==> src/rtl/ssrds_pkg.sv <==
// Shared types, constants and digit helpers for the radio display scanner.
package ssrds_pkg;

	typedef logic [1:0] cfg_index_t;
	typedef logic [4:0] sym_t;
	typedef logic [3:0] digit_t;

	typedef struct packed {
		digit_t tens;
		digit_t ones;
	} tens_ones_t;

	typedef struct packed {
		digit_t hund;
		digit_t tens;
		digit_t ones;
	} digits3_t;

	localparam cfg_index_t CFG_IDLE_RELOAD = 2'd0;
	localparam cfg_index_t CFG_FREQ_LOW    = 2'd1;
	localparam cfg_index_t CFG_FREQ_HIGH   = 2'd2;

	localparam logic [15:0] IDLE_RELOAD_RST = 16'h1F40;
	localparam logic [13:0] FREQ_LOW_RST    = 14'd8700;
	localparam logic [13:0] FREQ_HIGH_RST   = 14'd10800;
	localparam logic [15:0] IDLE_COUNT_RST  = 16'h1F40;
	localparam logic [15:0] IDLE_EXPIRE_MAX = 16'd10;
	localparam logic [15:0] IDLE_PARKED     = 16'd5;

	localparam logic [7:0] MODE_CONNECT  = 8'd0;
	localparam logic [7:0] MODE_NO       = 8'd1;
	localparam logic [7:0] MODE_RSSI     = 8'd2;
	localparam logic [7:0] MODE_SLEEP    = 8'd3;
	localparam logic [7:0] MODE_VOLUME   = 8'd4;
	localparam logic [7:0] MODE_POLL     = 8'd5;
	localparam logic [7:0] MODE_DASHES   = 8'd6;
	localparam logic [7:0] MODE_FREQ     = 8'd10;
	localparam logic [7:0] MODE_AWAKE_MAX = 8'd100;
	localparam logic [7:0] MODE_SNR      = 8'd101;
	localparam logic [7:0] MODE_STANDBY  = 8'd102;
	localparam logic [7:0] MODE_RESET    = 8'd103;
	localparam logic [7:0] MODE_BAND     = 8'd104;

	localparam sym_t SYM_ONE        = 5'd1;
	localparam sym_t SYM_B          = 5'd12;
	localparam sym_t SYM_F          = 5'd16;
	localparam sym_t SYM_H          = 5'd21;
	localparam sym_t SYM_L          = 5'd22;
	localparam sym_t SYM_S          = 5'd23;
	localparam sym_t SYM_N          = 5'd24;
	localparam sym_t SYM_SMALL_N    = 5'd25;
	localparam sym_t SYM_UNDERSCORE = 5'd26;
	localparam sym_t SYM_DASH       = 5'd27;
	localparam sym_t SYM_ZERO       = 5'd0;
	localparam sym_t SYM_BLANK      = 5'd31;
	localparam sym_t SYM_COUNT      = 5'd28;

	localparam logic [7:0] SEG_DOT_MASK = 8'h7F;

	// Reciprocal constants for the digit helpers; each frequency digit is the
	// fractional part of v / 10^(k+1) scaled by ten.
	localparam logic [14:0] RECIP_10000 = 15'd26844;
	localparam logic [15:0] RECIP_1000  = 16'd33555;
	localparam logic [14:0] RECIP_100   = 15'd20972;
	localparam logic [7:0]  RECIP_10    = 8'd205;

	function automatic logic [7:0] seg_rom(input sym_t s);
		logic [7:0] r;
		case (s)
			5'd0:  r = 8'hC0;
			5'd1:  r = 8'hF9;
			5'd2:  r = 8'hA4;
			5'd3:  r = 8'hB0;
			5'd4:  r = 8'h99;
			5'd5:  r = 8'h92;
			5'd6:  r = 8'h82;
			5'd7:  r = 8'hF8;
			5'd8:  r = 8'h80;
			5'd9:  r = 8'h90;
			5'd10: r = 8'h7F;
			5'd11: r = 8'h88;
			5'd12: r = 8'h83;
			5'd13: r = 8'hC6;
			5'd14: r = 8'hA1;
			5'd15: r = 8'h86;
			5'd16: r = 8'h8E;
			5'd17: r = 8'h8C;
			5'd18: r = 8'hC1;
			5'd19: r = 8'hCE;
			5'd20: r = 8'h91;
			5'd21: r = 8'h89;
			5'd22: r = 8'hC7;
			5'd23: r = 8'h12;
			5'd24: r = 8'hC8;
			5'd25: r = 8'hAB;
			5'd26: r = 8'hF7;
			5'd27: r = 8'hBF;
			default: r = 8'hFF;
		endcase
		return r;
	endfunction

	// Tens and ones of a value below 128.
	function automatic tens_ones_t split_tens(input logic [6:0] v);
		logic [14:0] p;
		tens_ones_t  r;
		p = 15'(v) * 15'(RECIP_10);
		r.tens = p[14:11];
		r.ones = 4'(v - 7'(r.tens) * 7'd10);
		return r;
	endfunction

	function automatic digits3_t split_byte(input logic [7:0] v);
		logic [7:0] rem;
		tens_ones_t to;
		digits3_t   r;
		if (v >= 8'd200) begin
			r.hund = 4'd2;
			rem = v - 8'd200;
		end else if (v >= 8'd100) begin
			r.hund = 4'd1;
			rem = v - 8'd100;
		end else begin
			r.hund = 4'd0;
			rem = v;
		end
		to = split_tens(rem[6:0]);
		r.tens = to.tens;
		r.ones = to.ones;
		return r;
	endfunction

	function automatic digit_t freq_thousands(input logic [13:0] v);
		logic [28:0] p;
		logic [31:0] t;
		p = 29'(v) * 29'(RECIP_10000);
		t = ({4'b0, p[27:0]} << 3) + ({4'b0, p[27:0]} << 1);
		return t[31:28];
	endfunction

	function automatic digit_t freq_hundreds(input logic [13:0] v);
		logic [29:0] p;
		logic [28:0] t;
		p = 30'(v) * 30'(RECIP_1000);
		t = ({4'b0, p[24:0]} << 3) + ({4'b0, p[24:0]} << 1);
		return t[28:25];
	endfunction

	function automatic digit_t freq_tens(input logic [13:0] v);
		logic [28:0] p;
		logic [24:0] t;
		p = 29'(v) * 29'(RECIP_100);
		t = ({4'b0, p[20:0]} << 3) + ({4'b0, p[20:0]} << 1);
		return t[24:21];
	endfunction

endpackage

==> src/rtl/seven_segment_radio_display_scanner.sv <==
// Four-digit multiplexed seven-segment display scanner for a radio front panel.
//
// Each input item is one scan tick. It carries the display mode and the values
// to show; the block answers with one result item that drives the segment byte
// and the digit lines for the digit at the current scan position, or the idle
// blanking once the countdown has run out.
// Configuration writes set the idle reload value and the frequency wrap bounds;
// they are taken at any edge with cfg_write high and must only come while idle.
// A result item passes through one input register and one result register,
// with all work done between them. One item per cycle is sustained while the
// receiver does not stall; the frequency step and digit split are done
// combinationally between the two registers.
// When the receiver stalls, the result holds and one further item waits in the
// input register; in_stall rises only when both are full.
// Reset clears both valid flags, puts the scan at digit zero, the shown
// frequency at 87.00 MHz, the idle countdown at 8000 ticks and the registers
// at their defaults.
module seven_segment_radio_display_scanner (
	input  logic                  clk,
	input  logic                  arst_n,
	input  logic                  cfg_write,
	input  ssrds_pkg::cfg_index_t cfg_index,
	input  logic [15:0]           cfg_data,
	input  logic                  in_valid,
	output logic                  in_stall,
	input  logic [7:0]            display_mode,
	input  logic [13:0]           target_freq,
	input  logic                  seek_up,
	input  logic [6:0]            volume,
	input  logic [7:0]            rssi,
	input  logic [7:0]            snr,
	input  logic [6:0]            band,
	input  logic                  sleep_mode,
	input  logic                  poll_flag,
	input  logic [7:0]            standby_minutes,
	input  logic                  wake,
	output logic                  out_valid,
	input  logic                  out_stall,
	output logic [7:0]            seg_byte,
	output logic                  seg_write,
	output logic [3:0]            digit_enable_n,
	output logic                  digit_update,
	output logic                  display_off
);
	import ssrds_pkg::*;

	logic        s1_valid_q;
	logic        out_valid_q;
	logic [15:0] idle_reload_q;
	logic [13:0] freq_low_q;
	logic [13:0] freq_high_q;
	logic [1:0]  scan_q;
	logic [13:0] shown_q;
	logic [15:0] idle_q;

	logic [7:0]  mode_s1;
	logic [13:0] target_s1;
	logic        seek_up_s1;
	logic [6:0]  volume_s1;
	logic [7:0]  rssi_s1;
	logic [7:0]  snr_s1;
	logic [6:0]  band_s1;
	logic        sleep_s1;
	logic        poll_s1;
	logic [7:0]  standby_s1;
	logic        wake_s1;

	logic [7:0]  seg_byte_q;
	logic        seg_write_q;
	logic [3:0]  digit_enable_n_q;
	logic        digit_update_q;
	logic        display_off_q;

	logic        in_accept;
	logic        advance;

	logic [1:0]  scan_next;
	logic [13:0] shown_next;
	logic [15:0] idle_next;
	logic [7:0]  seg_byte_d;
	logic        seg_write_d;
	logic [3:0]  digit_enable_n_d;
	logic        digit_update_d;
	logic        display_off_d;

	assign advance   = s1_valid_q && (!out_valid_q || !out_stall);
	assign in_stall  = s1_valid_q && !advance;
	assign in_accept = in_valid && !in_stall;

	always_comb begin
		logic [15:0] idle_eff;
		logic        show;
		logic        mode_ok;
		logic [13:0] stepped;
		sym_t        sym [4];
		sym_t        cur;
		logic        dot_here;
		logic        freq_dot;
		digits3_t    d3;
		tens_ones_t  d2;
		idle_eff = (wake_s1 && !sleep_s1) ? idle_reload_q : idle_q;
		stepped = shown_q;
		if (shown_q != target_s1) begin
			if (seek_up_s1) begin
				stepped = (shown_q >= freq_high_q) ? freq_low_q : shown_q + 14'd1;
			end else begin
				stepped = (shown_q <= freq_low_q) ? freq_high_q : shown_q - 14'd1;
			end
		end
		mode_ok = 1'b1;
		freq_dot = 1'b0;
		d3 = '0;
		d2 = '0;
		for (int i = 0; i < 4; i++) begin
			sym[i] = SYM_BLANK;
		end
		case (mode_s1)
			MODE_FREQ: begin
				if (stepped == 14'd0) begin
					for (int i = 0; i < 4; i++) begin
						sym[i] = SYM_F;
					end
				end else begin
					sym[0] = (stepped >= 14'd10000) ? SYM_ONE : SYM_BLANK;
					sym[1] = sym_t'(freq_thousands(stepped));
					sym[2] = sym_t'(freq_hundreds(stepped));
					sym[3] = sym_t'(freq_tens(stepped));
					freq_dot = 1'b1;
				end
			end
			MODE_CONNECT: begin
				sym[2] = SYM_UNDERSCORE;
				sym[3] = SYM_UNDERSCORE;
			end
			MODE_NO: begin
				sym[2] = SYM_N;
				sym[3] = SYM_ZERO;
			end
			MODE_RSSI: begin
				d3 = split_byte(rssi_s1);
				sym[1] = (d3.hund != 4'd0) ? sym_t'(d3.hund) : SYM_BLANK;
				sym[2] = sym_t'(d3.tens);
				sym[3] = sym_t'(d3.ones);
			end
			MODE_SLEEP: begin
				sym[0] = SYM_S;
				sym[3] = sleep_s1 ? SYM_H : SYM_L;
			end
			MODE_VOLUME: begin
				d2 = split_tens(volume_s1);
				sym[1] = sym_t'(d2.tens);
				sym[2] = sym_t'(d2.ones);
			end
			MODE_POLL: begin
				sym[0] = SYM_S;
				sym[3] = sym_t'(poll_s1);
			end
			MODE_DASHES: begin
				for (int i = 0; i < 4; i++) begin
					sym[i] = SYM_DASH;
				end
			end
			MODE_SNR: begin
				d3 = split_byte(snr_s1);
				sym[0] = SYM_S;
				sym[1] = SYM_SMALL_N;
				sym[2] = sym_t'(d3.tens);
				sym[3] = sym_t'(d3.ones);
			end
			MODE_STANDBY: begin
				d3 = split_byte(standby_s1);
				sym[0] = SYM_L;
				sym[1] = (d3.hund != 4'd0) ? sym_t'(d3.hund) : SYM_BLANK;
				sym[2] = sym_t'(d3.tens);
				sym[3] = sym_t'(d3.ones);
			end
			MODE_RESET: begin
				sym[0] = SYM_UNDERSCORE;
				sym[1] = SYM_UNDERSCORE;
				sym[2] = SYM_DASH;
				sym[3] = SYM_DASH;
			end
			MODE_BAND: begin
				d2 = split_tens(band_s1);
				sym[0] = SYM_B;
				sym[2] = sym_t'(d2.tens);
				sym[3] = sym_t'(d2.ones);
			end
			default: begin
				mode_ok = 1'b0;
			end
		endcase

		cur = sym[scan_q];
		dot_here = freq_dot && (scan_q == 2'd2) && (cur < 5'd10);

		scan_next = scan_q;
		shown_next = shown_q;
		idle_next = idle_eff;
		seg_byte_d = 8'h00;
		seg_write_d = 1'b0;
		digit_enable_n_d = 4'hF;
		digit_update_d = 1'b0;
		display_off_d = 1'b0;

		show = 1'b0;
		if (sleep_s1 || mode_s1 > MODE_AWAKE_MAX) begin
			show = 1'b1;
		end else if (idle_eff > IDLE_EXPIRE_MAX) begin
			show = 1'b1;
			idle_next = idle_eff - 16'd1;
		end else begin
			idle_next = IDLE_PARKED;
			digit_update_d = (idle_eff != IDLE_PARKED);
			display_off_d = 1'b1;
		end

		if (show && mode_ok) begin
			if (mode_s1 == MODE_FREQ) begin
				shown_next = stepped;
			end
			digit_update_d = 1'b1;
			scan_next = scan_q + 2'd1;
			if (cur < SYM_COUNT) begin
				seg_byte_d = dot_here ? (seg_rom(cur) & SEG_DOT_MASK) : seg_rom(cur);
				seg_write_d = 1'b1;
				digit_enable_n_d = ~(4'b0001 << scan_q);
			end
		end
	end

	always_ff @(posedge clk or negedge arst_n) begin
		if (!arst_n) begin
			s1_valid_q    <= 1'b0;
			out_valid_q   <= 1'b0;
			idle_reload_q <= IDLE_RELOAD_RST;
			freq_low_q    <= FREQ_LOW_RST;
			freq_high_q   <= FREQ_HIGH_RST;
			scan_q        <= 2'd0;
			shown_q       <= FREQ_LOW_RST;
			idle_q        <= IDLE_COUNT_RST;
		end else begin
			if (in_accept) begin
				s1_valid_q <= 1'b1;
			end else if (advance) begin
				s1_valid_q <= 1'b0;
			end
			if (advance) begin
				out_valid_q <= 1'b1;
			end else if (!out_stall) begin
				out_valid_q <= 1'b0;
			end
			if (cfg_write) begin
				case (cfg_index)
					CFG_IDLE_RELOAD: idle_reload_q <= cfg_data;
					CFG_FREQ_LOW:    freq_low_q <= cfg_data[13:0];
					CFG_FREQ_HIGH:   freq_high_q <= cfg_data[13:0];
					default: ;
				endcase
			end
			if (advance) begin
				scan_q  <= scan_next;
				shown_q <= shown_next;
				idle_q  <= idle_next;
			end
		end
	end

	always_ff @(posedge clk) begin
		if (in_accept) begin
			mode_s1    <= display_mode;
			target_s1  <= target_freq;
			seek_up_s1 <= seek_up;
			volume_s1  <= volume;
			rssi_s1    <= rssi;
			snr_s1     <= snr;
			band_s1    <= band;
			sleep_s1   <= sleep_mode;
			poll_s1    <= poll_flag;
			standby_s1 <= standby_minutes;
			wake_s1    <= wake;
		end
		if (advance) begin
			seg_byte_q       <= seg_byte_d;
			seg_write_q      <= seg_write_d;
			digit_enable_n_q <= digit_enable_n_d;
			digit_update_q   <= digit_update_d;
			display_off_q    <= display_off_d;
		end
	end

	assign out_valid      = out_valid_q;
	assign seg_byte       = seg_byte_q;
	assign seg_write      = seg_write_q;
	assign digit_enable_n = digit_enable_n_q;
	assign digit_update   = digit_update_q;
	assign display_off    = display_off_q;

`ifndef ASSERT_OFF
	a_stall_only_when_full: assert property (@(posedge clk) disable iff (!arst_n)
		in_stall |-> (s1_valid_q && out_valid_q && out_stall))
		else $error("input stalled while a register stage was free");

	a_one_digit_lit: assert property (@(posedge clk) disable iff (!arst_n)
		(out_valid && seg_write) |-> ($onehot(~digit_enable_n) && digit_update))
		else $error("segment write without exactly one digit selected");

	a_blank_no_segments: assert property (@(posedge clk) disable iff (!arst_n)
		(out_valid && display_off) |-> (!seg_write && digit_enable_n == 4'hF))
		else $error("segments driven while the display is blanked");

	a_result_follows_item: assert property (@(posedge clk) disable iff (!arst_n)
		(s1_valid_q && !in_stall) |=> out_valid)
		else $error("queued item did not reach the result register");
`endif

endmodule
==> config.mk <==
export PLATFORM = sky130hd
export DESIGN_NAME = seven_segment_radio_display_scanner
export DESIGN_NICKNAME = d
export VERILOG_FILES = /design/src/rtl/ssrds_pkg.sv /design/src/rtl/seven_segment_radio_display_scanner.sv
export SDC_FILE = /design/constraint.sdc
export NUM_CORES = 1
export LEC_CHECK = 0
export BUFFER_PORTS_ARGS = -buffer_cell sky130_fd_sc_hd__buf_2
export CAP_MARGIN = 25
export CORE_MARGIN = 5
export CORE_UTILIZATION = 45
export CTS_CLUSTER_DIAMETER = 200
export CTS_CLUSTER_SIZE = 10
export DETAILED_ROUTE_END_ITERATION = 7
export GPL_TIMING_DRIVEN = 0
export PLACE_DENSITY = 0.67
export SYNTH_ARGS = -nofsm -noshare
export SYNTH_HDL_FRONTEND = slang
export SYNTH_SLANG_ARGS = --single-unit
==> constraint.sdc <==
create_clock -name clk -period 11.7 [get_ports clk]
set_input_delay 0 -clock clk [delete_from_list [all_inputs] [get_ports clk]]
set_output_delay 0 -clock clk [all_outputs]
set_load 0.02 [all_outputs]
==> flow_summary.json <==
{
  "cp.required_ns": 11.93,
  "status": "complete, no violations",
  "synth_top_family_by_area": "adder cells",
  "synth-main-ff-cell": "edfxtp_1",
  "slowest_stage": "dfstp_2",
  "die-area_mm2": 0.06213,
  "syn_inst": 2775,
  "fmax_ghz": 0.08869,
  "syn_area_mm2": 0.02576,
  "hp-class": "primary input to async pin",
  "first_iter_violations": 1337,
  "cts.sink_count": 157,
  "hold_viol": 0,
  "ios": 104,
  "yosys_warnings": 0,
  "grt_pass1_wl_um": 114800,
  "core-area_mm2": 0.05660,
  "dr.pass1.iters": 7,
  "antenna_cells": 0,
  "cts-htree-levels": 4,
  "r2r-end": "seg_byte[5]",
  "via_per_inst": 5.568,
  "overflow": 0,
  "portBuffers": 103,
  "antenna_found_initial": 0,
  "drive_gt1_share_pct": 12.07,
  "cts.root.buffer_cell": "clkbuf_16",
  "clk_latency_ns": 0.49,
  "pre_cts_ws_ns": -1.269,
  "worstPathMaxFanout": 10,
  "num_vias": 21230,
  "synth-seq-cells": 157,
  "finClkSkew_ns": 0.01975,
  "drc": 0,
  "cp_top_family": "adder cells",
  "crit_cells": 44,
  "ant_nets": 0,
  "period_minus_slack_ns": 11.28,
  "worst_pin_slew_ns": 1.019,
  "slew_viol_final": 0,
  "synth_nets": 3590,
  "stdcell_count": 3813,
  "avgSynthCellArea_um2": 9.283,
  "synthSimpleGateAreaFrac_pct": 11.33,
  "crit_buf_inv": 11,
  "cp_common_cell": "inv_1",
  "synth.distinct_cells": 93,
  "cp.arrival_ns": 11.51,
  "ys_seq_area_share_pct": 16.95,
  "syn_to_final_growth_pct": 14.77,
  "synth_xor_xnor_area_share_pct": 5.454,
  "utilization_pct": 52.23,
  "num_rows": 87,
  "final_nets": 3859,
  "async_reset_ff_share_pct": 49.68,
  "drv_cap": 0,
  "clkTransAtPathRegs_ns": 0.09,
  "dp_hpwl_um": 57360,
  "wl_per_cell_um": 18.52,
  "muxShareOfSynthArea_pct": 3.016,
  "reg2reg_from": "freq_high_q[9]",
  "final_cell_mix": "ha_1, inv_1, fa_1",
  "synthAdderAreaFrac_pct": 40.92,
  "fin_crit_sh_pct": 96.37,
  "grt_pass1_vias": 21680,
  "synth_edf_count": 79,
  "synth-compound-area-share_pct": 14.54,
  "grt_usage_pct": 22.50,
  "die_y_um": 249.3,
  "cts_tree": "yes",
  "start_kind": "register",
  "layout_commonest_cell": "ha_1",
  "worst_slack_ns": 0.4250,
  "initial_core_util_pct": 45.51,
  "relSlewSlack_pct": 31.93,
  "grt_max_degree": 71,
  "r2r_cells": 44,
  "die_w_um": 249.3,
  "worstSetupEndpointType": "register",
  "dp_cells": 3646,
  "path_class": "register to register",
  "cts_made_buffers": 17,
  "setup_viol_count_final": 0,
  "crit_path_max_incr_delay_ns": 0.53,
  "clockBufferDepth": 2,
  "rrSetupSlack_ns": 0.42,
  "drt-total-wl_um": 70630,
  "gp_congestion": 0.9703
}
[worst reg2reg max path: cells and delay by family, from the launching register on]
family / cells / cell delay, ns
adders and majority gates: 9 / 3.69
AOI/OAI and AO/OA: 16 / 3.66
DFF: 1 / 0.53
buffers and inverters: 11 / 1.37
and+or+nand+nor: 7 / 1.49
xor gates and xnor gates: 1 / 0.25
[how the worst max path moves through the flow]
stage                    from          end  slack, ns
4_1_cts            shown_q[0]  seg_byte[4]      -0.02
6_report       freq_high_q[9]  seg_byte[5]       0.42
3_3_place_gp      shown_q[11]  seg_byte[4]      -2.21
3_5_place_dp       shown_q[0]  seg_byte[4]      -1.27
2_1_floorplan   freq_low_q[4]  seg_byte[4]       0.91
5_1_grt            shown_q[0]  seg_byte[5]      -0.03
[Yosys cell counts (26+ instances only)]
master      n  area, um^2
nand3_1    46       230.2
xor2_1     56       490.5
inv_1     465        1745
mux2i_1    27       270.3
o21ai_0   109       545.5
xnor2_1    92       805.8
nor2_1    132       495.5
nand2_1   169       634.4
dfrtp_1    45        1126
nor3_1     47       235.2
ha_1      537        6719
clkbuf_1   53       198.9
edfxtp_1   79        2372
dfstp_2    33       867.1
o211ai_1   36       270.3
nand4_1    32       200.2
fa_1      191        3824
a21oi_1   131       655.6
a21o_1     34       255.2
a211oi_1   26       195.2
nand2b_1   32       200.2
mux2_2     45       506.7
[per-layer routing]
| metal | track usage (%) | up-vias | routed length, um |
|---|---|---|---|
| met2 | 38.59 | 566 | 33780 |
| met5 | 0 | - | 0 |
| met4 | 5.488 | 0 | 1559 |
| met1 | 30.29 | 10350 | 32000 |
| li1 | - | 10230 | - |
| met3 | 2.996 | 94 | 3292 |
[stage by stage]
| stage | setup TNS, ns | area (um^2) | hold slack [ns] |
|---|---|---|---|
| 6_report | 0 | 29570 | 0.05557 |
| 5_1_grt | -0.04061 | 29570 | 0.06242 |
| 4_1_cts | -0.02238 | 29230 | 0.01882 |
| 3_5_place_dp | -11.73 | 27440 | -0.1525 |
| 3_3_place_gp | -24.34 | 27220 | 0.1764 |
| 2_1_floorplan | 0 | 25760 | -0.2956 |
[final cells by class]
class / count / area (um^2)
plain buffers: 63 / 271.5
clock buffers: 17 / 425.4
clock inverters: 15 / 190.2
fillers: 5173 / 27040
inverters: 466 / 1775
multi-input cells: 2087 / 19660
flip-flops and latches: 157 / 4365
well taps: 756 / 945.9
repair buffers: 252 / 1936
[cells by family (layout without fill, tap and decap cells)]
| family | Yosys count | count (layout) |
|---|---|---|
| buffers and inverters | 531 | 813 |
| and+or+nand+nor | 586 | 586 |
| muxes | 72 | 72 |
| xor gates and xnor gates | 153 | 153 |
| DFF | 157 | 157 |
| AOI/OAI and AO/OA | 548 | 548 |
| adders and majority gates | 728 | 728 |
[sequential cells by signal (all words and copies together), names as in the netlist, 14 cells and up]
register,cells
idle_q,16
freq_high_q,14
freq_low_q,14
idle_reload_q,16
target_s1,14
shown_q,14
[repair_timing]
action / CTS / global route
hold buffers: 90 / 0
gates resized for setup: 28 / 40
endpoints found under the hold margin: 188 / 0
pin swaps: 3 / 15
setup endpoints to repair: 13 / 13
buffers inserted: 16 / 30
Power is not shown: default switching activity piles up to over one toggle a cycle in this logic, so the estimate is an artifact.
